[config.mk]
export PLATFORM = sky130hd
export DESIGN_NAME = lru_key_value_cache_unit
export DESIGN_NICKNAME = d
export VERILOG_FILES = /design/src/lkv_pkg.sv /design/src/lkv_lookup.sv /design/src/lru_key_value_cache_unit.sv
export VERILOG_INCLUDE_DIRS = /design/src /design/src/src
export SDC_FILE = /design/constraint.sdc
export NUM_CORES = 2
export LEC_CHECK = 0
export BUFFER_PORTS_ARGS = -buffer_cell sky130_fd_sc_hd__clkbuf_2
export CAP_MARGIN = 25
export CELL_PAD_IN_SITES_DETAIL_PLACEMENT = 0
export CELL_PAD_IN_SITES_GLOBAL_PLACEMENT = 1
export CORE_MARGIN = 1
export CORE_UTILIZATION = 30
export CTS_CLUSTER_SIZE = 8
export DETAILED_ROUTE_END_ITERATION = 8
export PLACE_DENSITY = 0.6
export SYNTH_ARGS = -nofsm -noshare
export SYNTH_HDL_FRONTEND = slang
export SYNTH_SLANG_ARGS = --single-unit
[constraint.sdc]
create_clock -name i_clk -period 9.2 [get_ports i_clk]
set_input_delay 1.84 -clock i_clk [delete_from_list [all_inputs] [get_ports i_clk]]
set_output_delay 1.84 -clock i_clk [all_outputs]
set_load 0.05 [all_outputs]
[src/assert_macros.svh]
// Concurrent assertion macros shared by the RTL.
// Depends on nothing; bodies compile away when SYNTH is defined.
`ifndef ASSERT_MACROS_SVH
`define ASSERT_MACROS_SVH
`ifndef SYNTH
`define ASSERT_ALWAYS(label, clk, rst_n, expr) \
    label: assert property (@(posedge clk) disable iff (!rst_n) (expr)) \
        else $error("assertion failed: invariant");
`define ASSERT_IMPLIES(label, clk, rst_n, ante, cons) \
    label: assert property (@(posedge clk) disable iff (!rst_n) (ante) |-> (cons)) \
        else $error("assertion failed: implication");
`else
`define ASSERT_ALWAYS(label, clk, rst_n, expr)
`define ASSERT_IMPLIES(label, clk, rst_n, ante, cons)
`endif
`endif

[src/lkv_pkg.sv]
// Types and constants for the LRU key/value cache.
// No dependencies.
package lkv_pkg;

    localparam int CAP_W       = 5;
    localparam int DATA_W      = 32;
    localparam int ENTRIES_DEF = 16;
    localparam logic [CAP_W-1:0] CAP_RST = 5'd16;

    typedef enum logic {
        ACT_GET = 1'b0,
        ACT_PUT = 1'b1
    } t_action;

    typedef struct packed {
        t_action                   action;
        logic signed [DATA_W-1:0]  key;
        logic signed [DATA_W-1:0]  value;
    } t_req;

    typedef struct packed {
        logic                      hit;
        logic signed [DATA_W-1:0]  read_value;
    } t_rsp;

endpackage

[src/lkv_lookup.sv]
// Parallel key compare and first-free slot pick for the LRU cache.
// Depends on lkv_pkg.
module lkv_lookup
    import lkv_pkg::*;
#(
    parameter int ENTRIES = ENTRIES_DEF
) (
    input  logic [ENTRIES-1:0] i_valid,
    input  logic [DATA_W-1:0]  i_keys [ENTRIES],
    input  logic [DATA_W-1:0]  i_key,
    input  logic [ENTRIES-1:0] i_avail,
    output logic [ENTRIES-1:0] o_match,
    output logic               o_hit,
    output logic [ENTRIES-1:0] o_free
);

    logic [ENTRIES-1:0] empty;

    always_comb begin
        for (int i = 0; i < ENTRIES; i++) begin
            o_match[i] = i_valid[i] && (i_keys[i] == i_key);
        end
    end

    assign o_hit = |o_match;

    // lowest empty slot, one-hot
    assign empty  = ~i_avail;
    assign o_free = empty & ~(empty - {{(ENTRIES-1){1'b0}}, 1'b1});

endmodule

[src/lru_key_value_cache_unit.sv]
// Top level of the LRU key/value cache: entry table, recency ranks, pipeline.
// Depends on lkv_pkg, lkv_lookup and assert_macros.svh.
//
//  channel   direction  handshake              beat
//  request   in         start & !busy          t_req {action, key, value}
//  response  out        o_rsp_valid (strobe)   t_rsp {hit, read_value}
//  config    in         i_cfg_valid & o_cfg_ready  capacity
//
// One request per cycle; busy stays low. A get's response strobes after its beat
// has passed the input register, then the result register. Puts give no beat.
// Synchronous active-low reset empties the table and sets capacity to 16.
// The receiver cannot stall; every response is on the ports for one cycle.
`include "assert_macros.svh"
module lru_key_value_cache_unit
    import lkv_pkg::*;
#(
    parameter int ENTRIES = ENTRIES_DEF
) (
    input  logic             i_clk,
    input  logic             i_rst_n,
    input  logic             start,
    output logic             busy,
    input  t_req             i_req,
    output logic             o_rsp_valid,
    output t_rsp             o_rsp,
    input  logic             i_cfg_valid,
    output logic             o_cfg_ready,
    input  logic [CAP_W-1:0] i_cfg_data
);

    localparam int RW = (ENTRIES > 1) ? $clog2(ENTRIES) : 1;
    localparam int OW = $clog2(ENTRIES + 1);
    localparam int CW = (OW > CAP_W) ? OW : CAP_W;

    logic [ENTRIES-1:0] r_valid, n_valid;
    logic [DATA_W-1:0]  r_key  [ENTRIES];
    logic [DATA_W-1:0]  r_val  [ENTRIES];
    logic [RW-1:0]      r_rank [ENTRIES];
    logic [RW-1:0]      n_rank [ENTRIES];
    logic [OW-1:0]      r_occ, n_occ;
    logic [CAP_W-1:0]   r_cap;
    logic               r_req_valid;
    t_req               r_req;
    logic               r_rsp_valid, n_rsp_valid;
    t_rsp               r_rsp, n_rsp;

    logic [ENTRIES-1:0] match, free, evict, keep, key_we, val_we;
    logic               hit, is_put, full;
    logic [DATA_W-1:0]  sel_value;
    logic [RW-1:0]      sel_rank;
    logic [CW-1:0]      cap_eff;

    assign busy        = 1'b0;
    assign o_cfg_ready = 1'b1;
    assign o_rsp_valid = r_rsp_valid;
    assign o_rsp       = r_rsp;

    assign is_put = (r_req.action == ACT_PUT);

    lkv_lookup #(
        .ENTRIES (ENTRIES)
    ) u_lookup (
        .i_valid (r_valid),
        .i_keys  (r_key),
        .i_key   (r_req.key),
        .i_avail (keep),
        .o_match (match),
        .o_hit   (hit),
        .o_free  (free)
    );

    always_comb begin
        sel_value = '0;
        sel_rank  = '0;
        for (int i = 0; i < ENTRIES; i++) begin
            if (match[i]) begin
                sel_value = sel_value | r_val[i];
                sel_rank  = sel_rank | r_rank[i];
            end
        end
    end

    always_comb begin
        cap_eff = CW'(r_cap);
        if (cap_eff == '0) begin
            cap_eff = CW'(1);
        end
        if (cap_eff > CW'(ENTRIES)) begin
            cap_eff = CW'(ENTRIES);
        end
    end

    assign full = (CW'(r_occ) >= cap_eff);

    always_comb begin
        for (int i = 0; i < ENTRIES; i++) begin
            evict[i] = full && r_valid[i] && (CW'(r_rank[i]) >= (cap_eff - CW'(1)));
        end
    end

    assign keep = r_valid & ~evict;

    always_comb begin
        n_valid = r_valid;
        n_rank  = r_rank;
        n_occ   = r_occ;
        key_we  = '0;
        val_we  = '0;
        if (r_req_valid) begin
            if (hit) begin
                for (int i = 0; i < ENTRIES; i++) begin
                    if (r_valid[i] && (r_rank[i] < sel_rank)) begin
                        n_rank[i] = RW'(r_rank[i] + 1'b1);
                    end
                    if (match[i]) begin
                        n_rank[i] = '0;
                    end
                end
                if (is_put) begin
                    val_we = match;
                end
            end else if (is_put) begin
                n_valid = keep | free;
                for (int i = 0; i < ENTRIES; i++) begin
                    if (keep[i]) begin
                        n_rank[i] = RW'(r_rank[i] + 1'b1);
                    end
                    if (free[i]) begin
                        n_rank[i] = '0;
                    end
                end
                key_we = free;
                val_we = free;
                // after eviction the survivors hold ranks 0..cap-2
                n_occ  = full ? OW'(cap_eff) : OW'(r_occ + 1'b1);
            end
        end
    end

    always_comb begin
        n_rsp_valid      = r_req_valid && !is_put;
        n_rsp.hit        = hit;
        n_rsp.read_value = hit ? sel_value : '0;
    end

    always_ff @(posedge i_clk) begin
        if (!i_rst_n) begin
            r_valid     <= '0;
            r_occ       <= '0;
            r_cap       <= CAP_RST;
            r_req_valid <= 1'b0;
            r_rsp_valid <= 1'b0;
        end else begin
            r_valid     <= n_valid;
            r_occ       <= n_occ;
            r_req_valid <= start && !busy;
            r_rsp_valid <= n_rsp_valid;
            if (i_cfg_valid && o_cfg_ready) begin
                r_cap <= i_cfg_data;
            end
        end
    end

    always_ff @(posedge i_clk) begin
        if (start && !busy) begin
            r_req <= i_req;
        end
        r_rsp  <= n_rsp;
        r_rank <= n_rank;
        for (int i = 0; i < ENTRIES; i++) begin
            if (key_we[i]) begin
                r_key[i] <= r_req.key;
            end
            if (val_we[i]) begin
                r_val[i] <= r_req.value;
            end
        end
    end

    `ASSERT_ALWAYS(a_occ_count, i_clk, i_rst_n, $countones(r_valid) == r_occ)
    `ASSERT_ALWAYS(a_one_match, i_clk, i_rst_n, $onehot0(match))
    `ASSERT_IMPLIES(a_rsp_src, i_clk, i_rst_n, r_rsp_valid, $past(r_req_valid && !is_put))
    `ASSERT_IMPLIES(a_put_fills, i_clk, i_rst_n, r_req_valid && is_put, ##1 (r_occ != '0))

endmodule

==> metrics <==
total congestion overflow=0; Final Cycle Share=66.0%; Post-synth EDFFs=1153; crit path time final=6.07 ns; clk_lat worst skew=0.79 ns; core area=167000 µm²; Mapped Area=50500 µm²; Routed met2 length=67.6 mm; setup TNS=0 ns; CP max FO=18; Synth Flop Type=edfxtp_1; WS Path Type=reg2reg; Placer Congestion=0.843; Slew Limit Headroom=26.9%; required time worst endpoint=9.63 ns; Internal=9.71 mW; total CTS buffers=170; I/O pins=110; worst hold-check path type=reg2reg; Yosys reg bits=1214; number of setup buffers added after CTS=0; # rows=150; Layout area overhead=16.2%; initial antenna violation count=4; first-pass GRT wire length=205 mm; Crit path arrival time=6.50 ns; commonest non-fill, non-tap cells in the layout=edfxtp_1, xor2_1, a22oi_1; biggest area consumer among synthesized cells=edfxtp_1; Via density=4.97; Resized cells post-CTS=0; Achievable Freq=165 MHz; Final nets=3656; Placed Instances=5479; Tot GR Track Use=16.6%; start of the worst register-to-register path=r_cap[4]$_SDFFE_PN1P_; NetSw=2.76 mW; Hold Buf Count CTS=0; Clk network pwr share=45.9%; crit end category=flop; Crit. Startpoint=r_cap[4]$_SDFFE_PN1P_; ys async rst share=0%; r2r worst-path depth=15; Routed Wire Length=143 mm; die height=412 µm; power density cells=213 nW/µm²; ratio of cells with drive above 1 in the final layout=12.8%; initial core utilization=30.2%; post-detail-place hpwl=77.7 mm; Die Wd=412 µm; Synth Net Count=3429; Yosys top cell area share=68.6%; Gate power share=4.2%; die area=170000 µm²; Max Used Layer=met5; pin count of the biggest net entering global routing=46; Max VDD drop=0.173 mV; fin util=35.1%; port bufs=107; Max-cap violations=0; deepest clock path buffer count=3; Seq pwr share=49.9%; startpoint types=flop; worst-case clock skew=0.0322 ns; Hold Violations, Final=0; detailed-router iteration count before antenna repair=6; Synth area leaders=edfxtp_1, xor2_1, ha_1; critical path capture point=r_val[1][197]$_DFFE_PP_; DR iter-0 viols=2543; register area share after synthesis=71.0%; WL met1=64.6 mm; clk sink count=1214; Setup-failing EPs final=0; leakage power total=19.4 nW; Root Buffer=clkbuf_16; Antenna Nets Post-Route=0; cells after synthesis=3220; Met3 Wirelength=7.45 mm; clk slew on worst S/H paths=0.05 ns; wire per inst=24.8 µm; CTS tree=built; synthesis warning total=0; Slew Viols, Final=0; Tightest Pin Transition=1.09 ns; RSZ-0062 raised after global routing=no; FF-to-FF End=r_val[1][197]$_DFFE_PP_; vias in the first global route=28800; FF-to-FF setup slack=3.13 ns; synth unique cells=73; most common cell after layout, fill and taps aside=edfxtp_1; total number of vias=28600; switch share=22.1%; fin cells=5759; CTS HTree Levels=4; drc violations=0; status=completed; syn_area_per_cell=15.7 µm²
## state kept, by name, summed over array words and instances (netlist names)
name / count
r_key: 512
r_val: 512
r_rank: 64
r_req: 64
o_rsp: 33
r_valid: 16
r_cap: 5
r_occ: 5
is_put: 1
o_rsp_valid: 1
r_req_valid: 1
## metrics by stage
step / setup WS, ns / area (µm²) / hold slack, ns / power (mW)
global placement: 3.21 / 53800 / 0.466 / 6.86
CTS: 3.14 / 58600 / 0.483 / 12.6
detailed placement: 3.15 / 53800 / 0.470 / 6.86
global route: 2.75 / 58600 / 0.515 / 12.8
floorplan: 2.14 / 50500 / 0.444 / 6.63
finish: 3.13 / 58600 / 0.485 / 12.5
## power groups by stage
stage	clock network [mW]	logic (mW)	registers (mW)
CTS	5.85	0.536	6.22
floorplan	0	0.324	6.31
global placement	0	0.532	6.33
detailed placement	0	0.534	6.33
finish	5.72	0.525	6.22
global route	6.05	0.574	6.22
## routing by layer
layer | track usage [%] | up-vias
met4 | 4.73 | 2
met2 | 27.1 | 882
met3 | 2.70 | 207
met1 | 22.8 | 14700
li1 | - | 12900
met5 | 0 | -
## kinds of logic (layout without fill, tap and decap cells)
group / after synthesis / after routing / share of synthesized area [%]
buffers and inverters: 201 / 535 / 2.31
muxes: 4 / 4 / 0.0793
adders and majority gates: 135 / 135 / 3.35
AOI/OAI and AO/OA: 506 / 506 / 7.42
other: 2 / 3 / 0.0149
xor gates and xnor gates: 538 / 538 / 9.34
DFF: 1214 / 1214 / 71.0
and+or+nand+nor: 620 / 620 / 6.47
## Yosys cell counts, types with 3 or more instances
master,instances
o21a_1,23
xor2_1,433
or4_1,7
buf_2,6
or4b_2,4
a21boi_0,3
a311oi_1,3
xnor2_1,105
nand4_1,75
buf_6,33
o211ai_1,3
nand2_1,93
a22o_1,59
a211oi_1,13
nor4_1,106
and3_1,23
nor3b_1,6
inv_1,52
a21oi_1,43
dfxtp_1,61
buf_1,9
a31oi_1,14
a2111oi_0,9
nand2b_1,28
o21bai_2,3
a22oi_1,173
o21ai_0,52
clkbuf_1,61
buf_4,35
nor2b_1,16
or3_1,4
nor2_1,140
nand3_1,58
o211a_1,4
edfxtp_1,1153
a21o_1,16
and2_1,13
o21bai_1,10
nor3_1,33
a221oi_1,58
o31ai_1,3
ha_1,135
mux2i_1,4
## cell type report
class | instances | area [µm²]
tap | 2204 | 2760
clock inverter | 16 | 209
timing repair buffer | 201 | 1240
clock buffer | 263 | 4600
multi-input combinational | 1805 | 13800
fill | 15900 | 108000
antenna | 1 | 2.50
inverter | 55 | 209
sequential | 1214 | 35800
## worst max-delay path: stages, from the launching register on
cell and delay, ns:
dfxtp_1 0.37, clkinv_1 0.26, o21ai_2 0.12, buf_4 0.35, ha_1 0.88, ha_1 0.39, a21oi_1 0.21, o21ai_0 0.20
a2111oi_0 0.52, o21ai_0 0.15, nor3b_1 0.21, buf_4 0.26, nand3_1 0.13, o21bai_1 0.48, nor2b_4 0.67, buf_4 0.46
## worst min path at each step
stage	startpoint	to	slack, ns	cells after the start
global placement	r_val[1][5]$_DFFE_PP_	o_rsp[5]$_SDFF_PP0_	0.47	2
floorplan	r_val[0][106]$_DFFE_PP_	o_rsp[10]$_SDFF_PP0_	0.44	2
detailed placement	r_val[1][5]$_DFFE_PP_	o_rsp[5]$_SDFF_PP0_	0.47	2
CTS	r_val[1][5]$_DFFE_PP_	o_rsp[5]$_SDFF_PP0_	0.48	2
finish	r_val[1][5]$_DFFE_PP_	o_rsp[5]$_SDFF_PP0_	0.48	2
global route	r_val[0][101]$_DFFE_PP_	o_rsp[5]$_SDFF_PP0_	0.52	2
No activity file was read; power rests on OpenSTA's default activity.
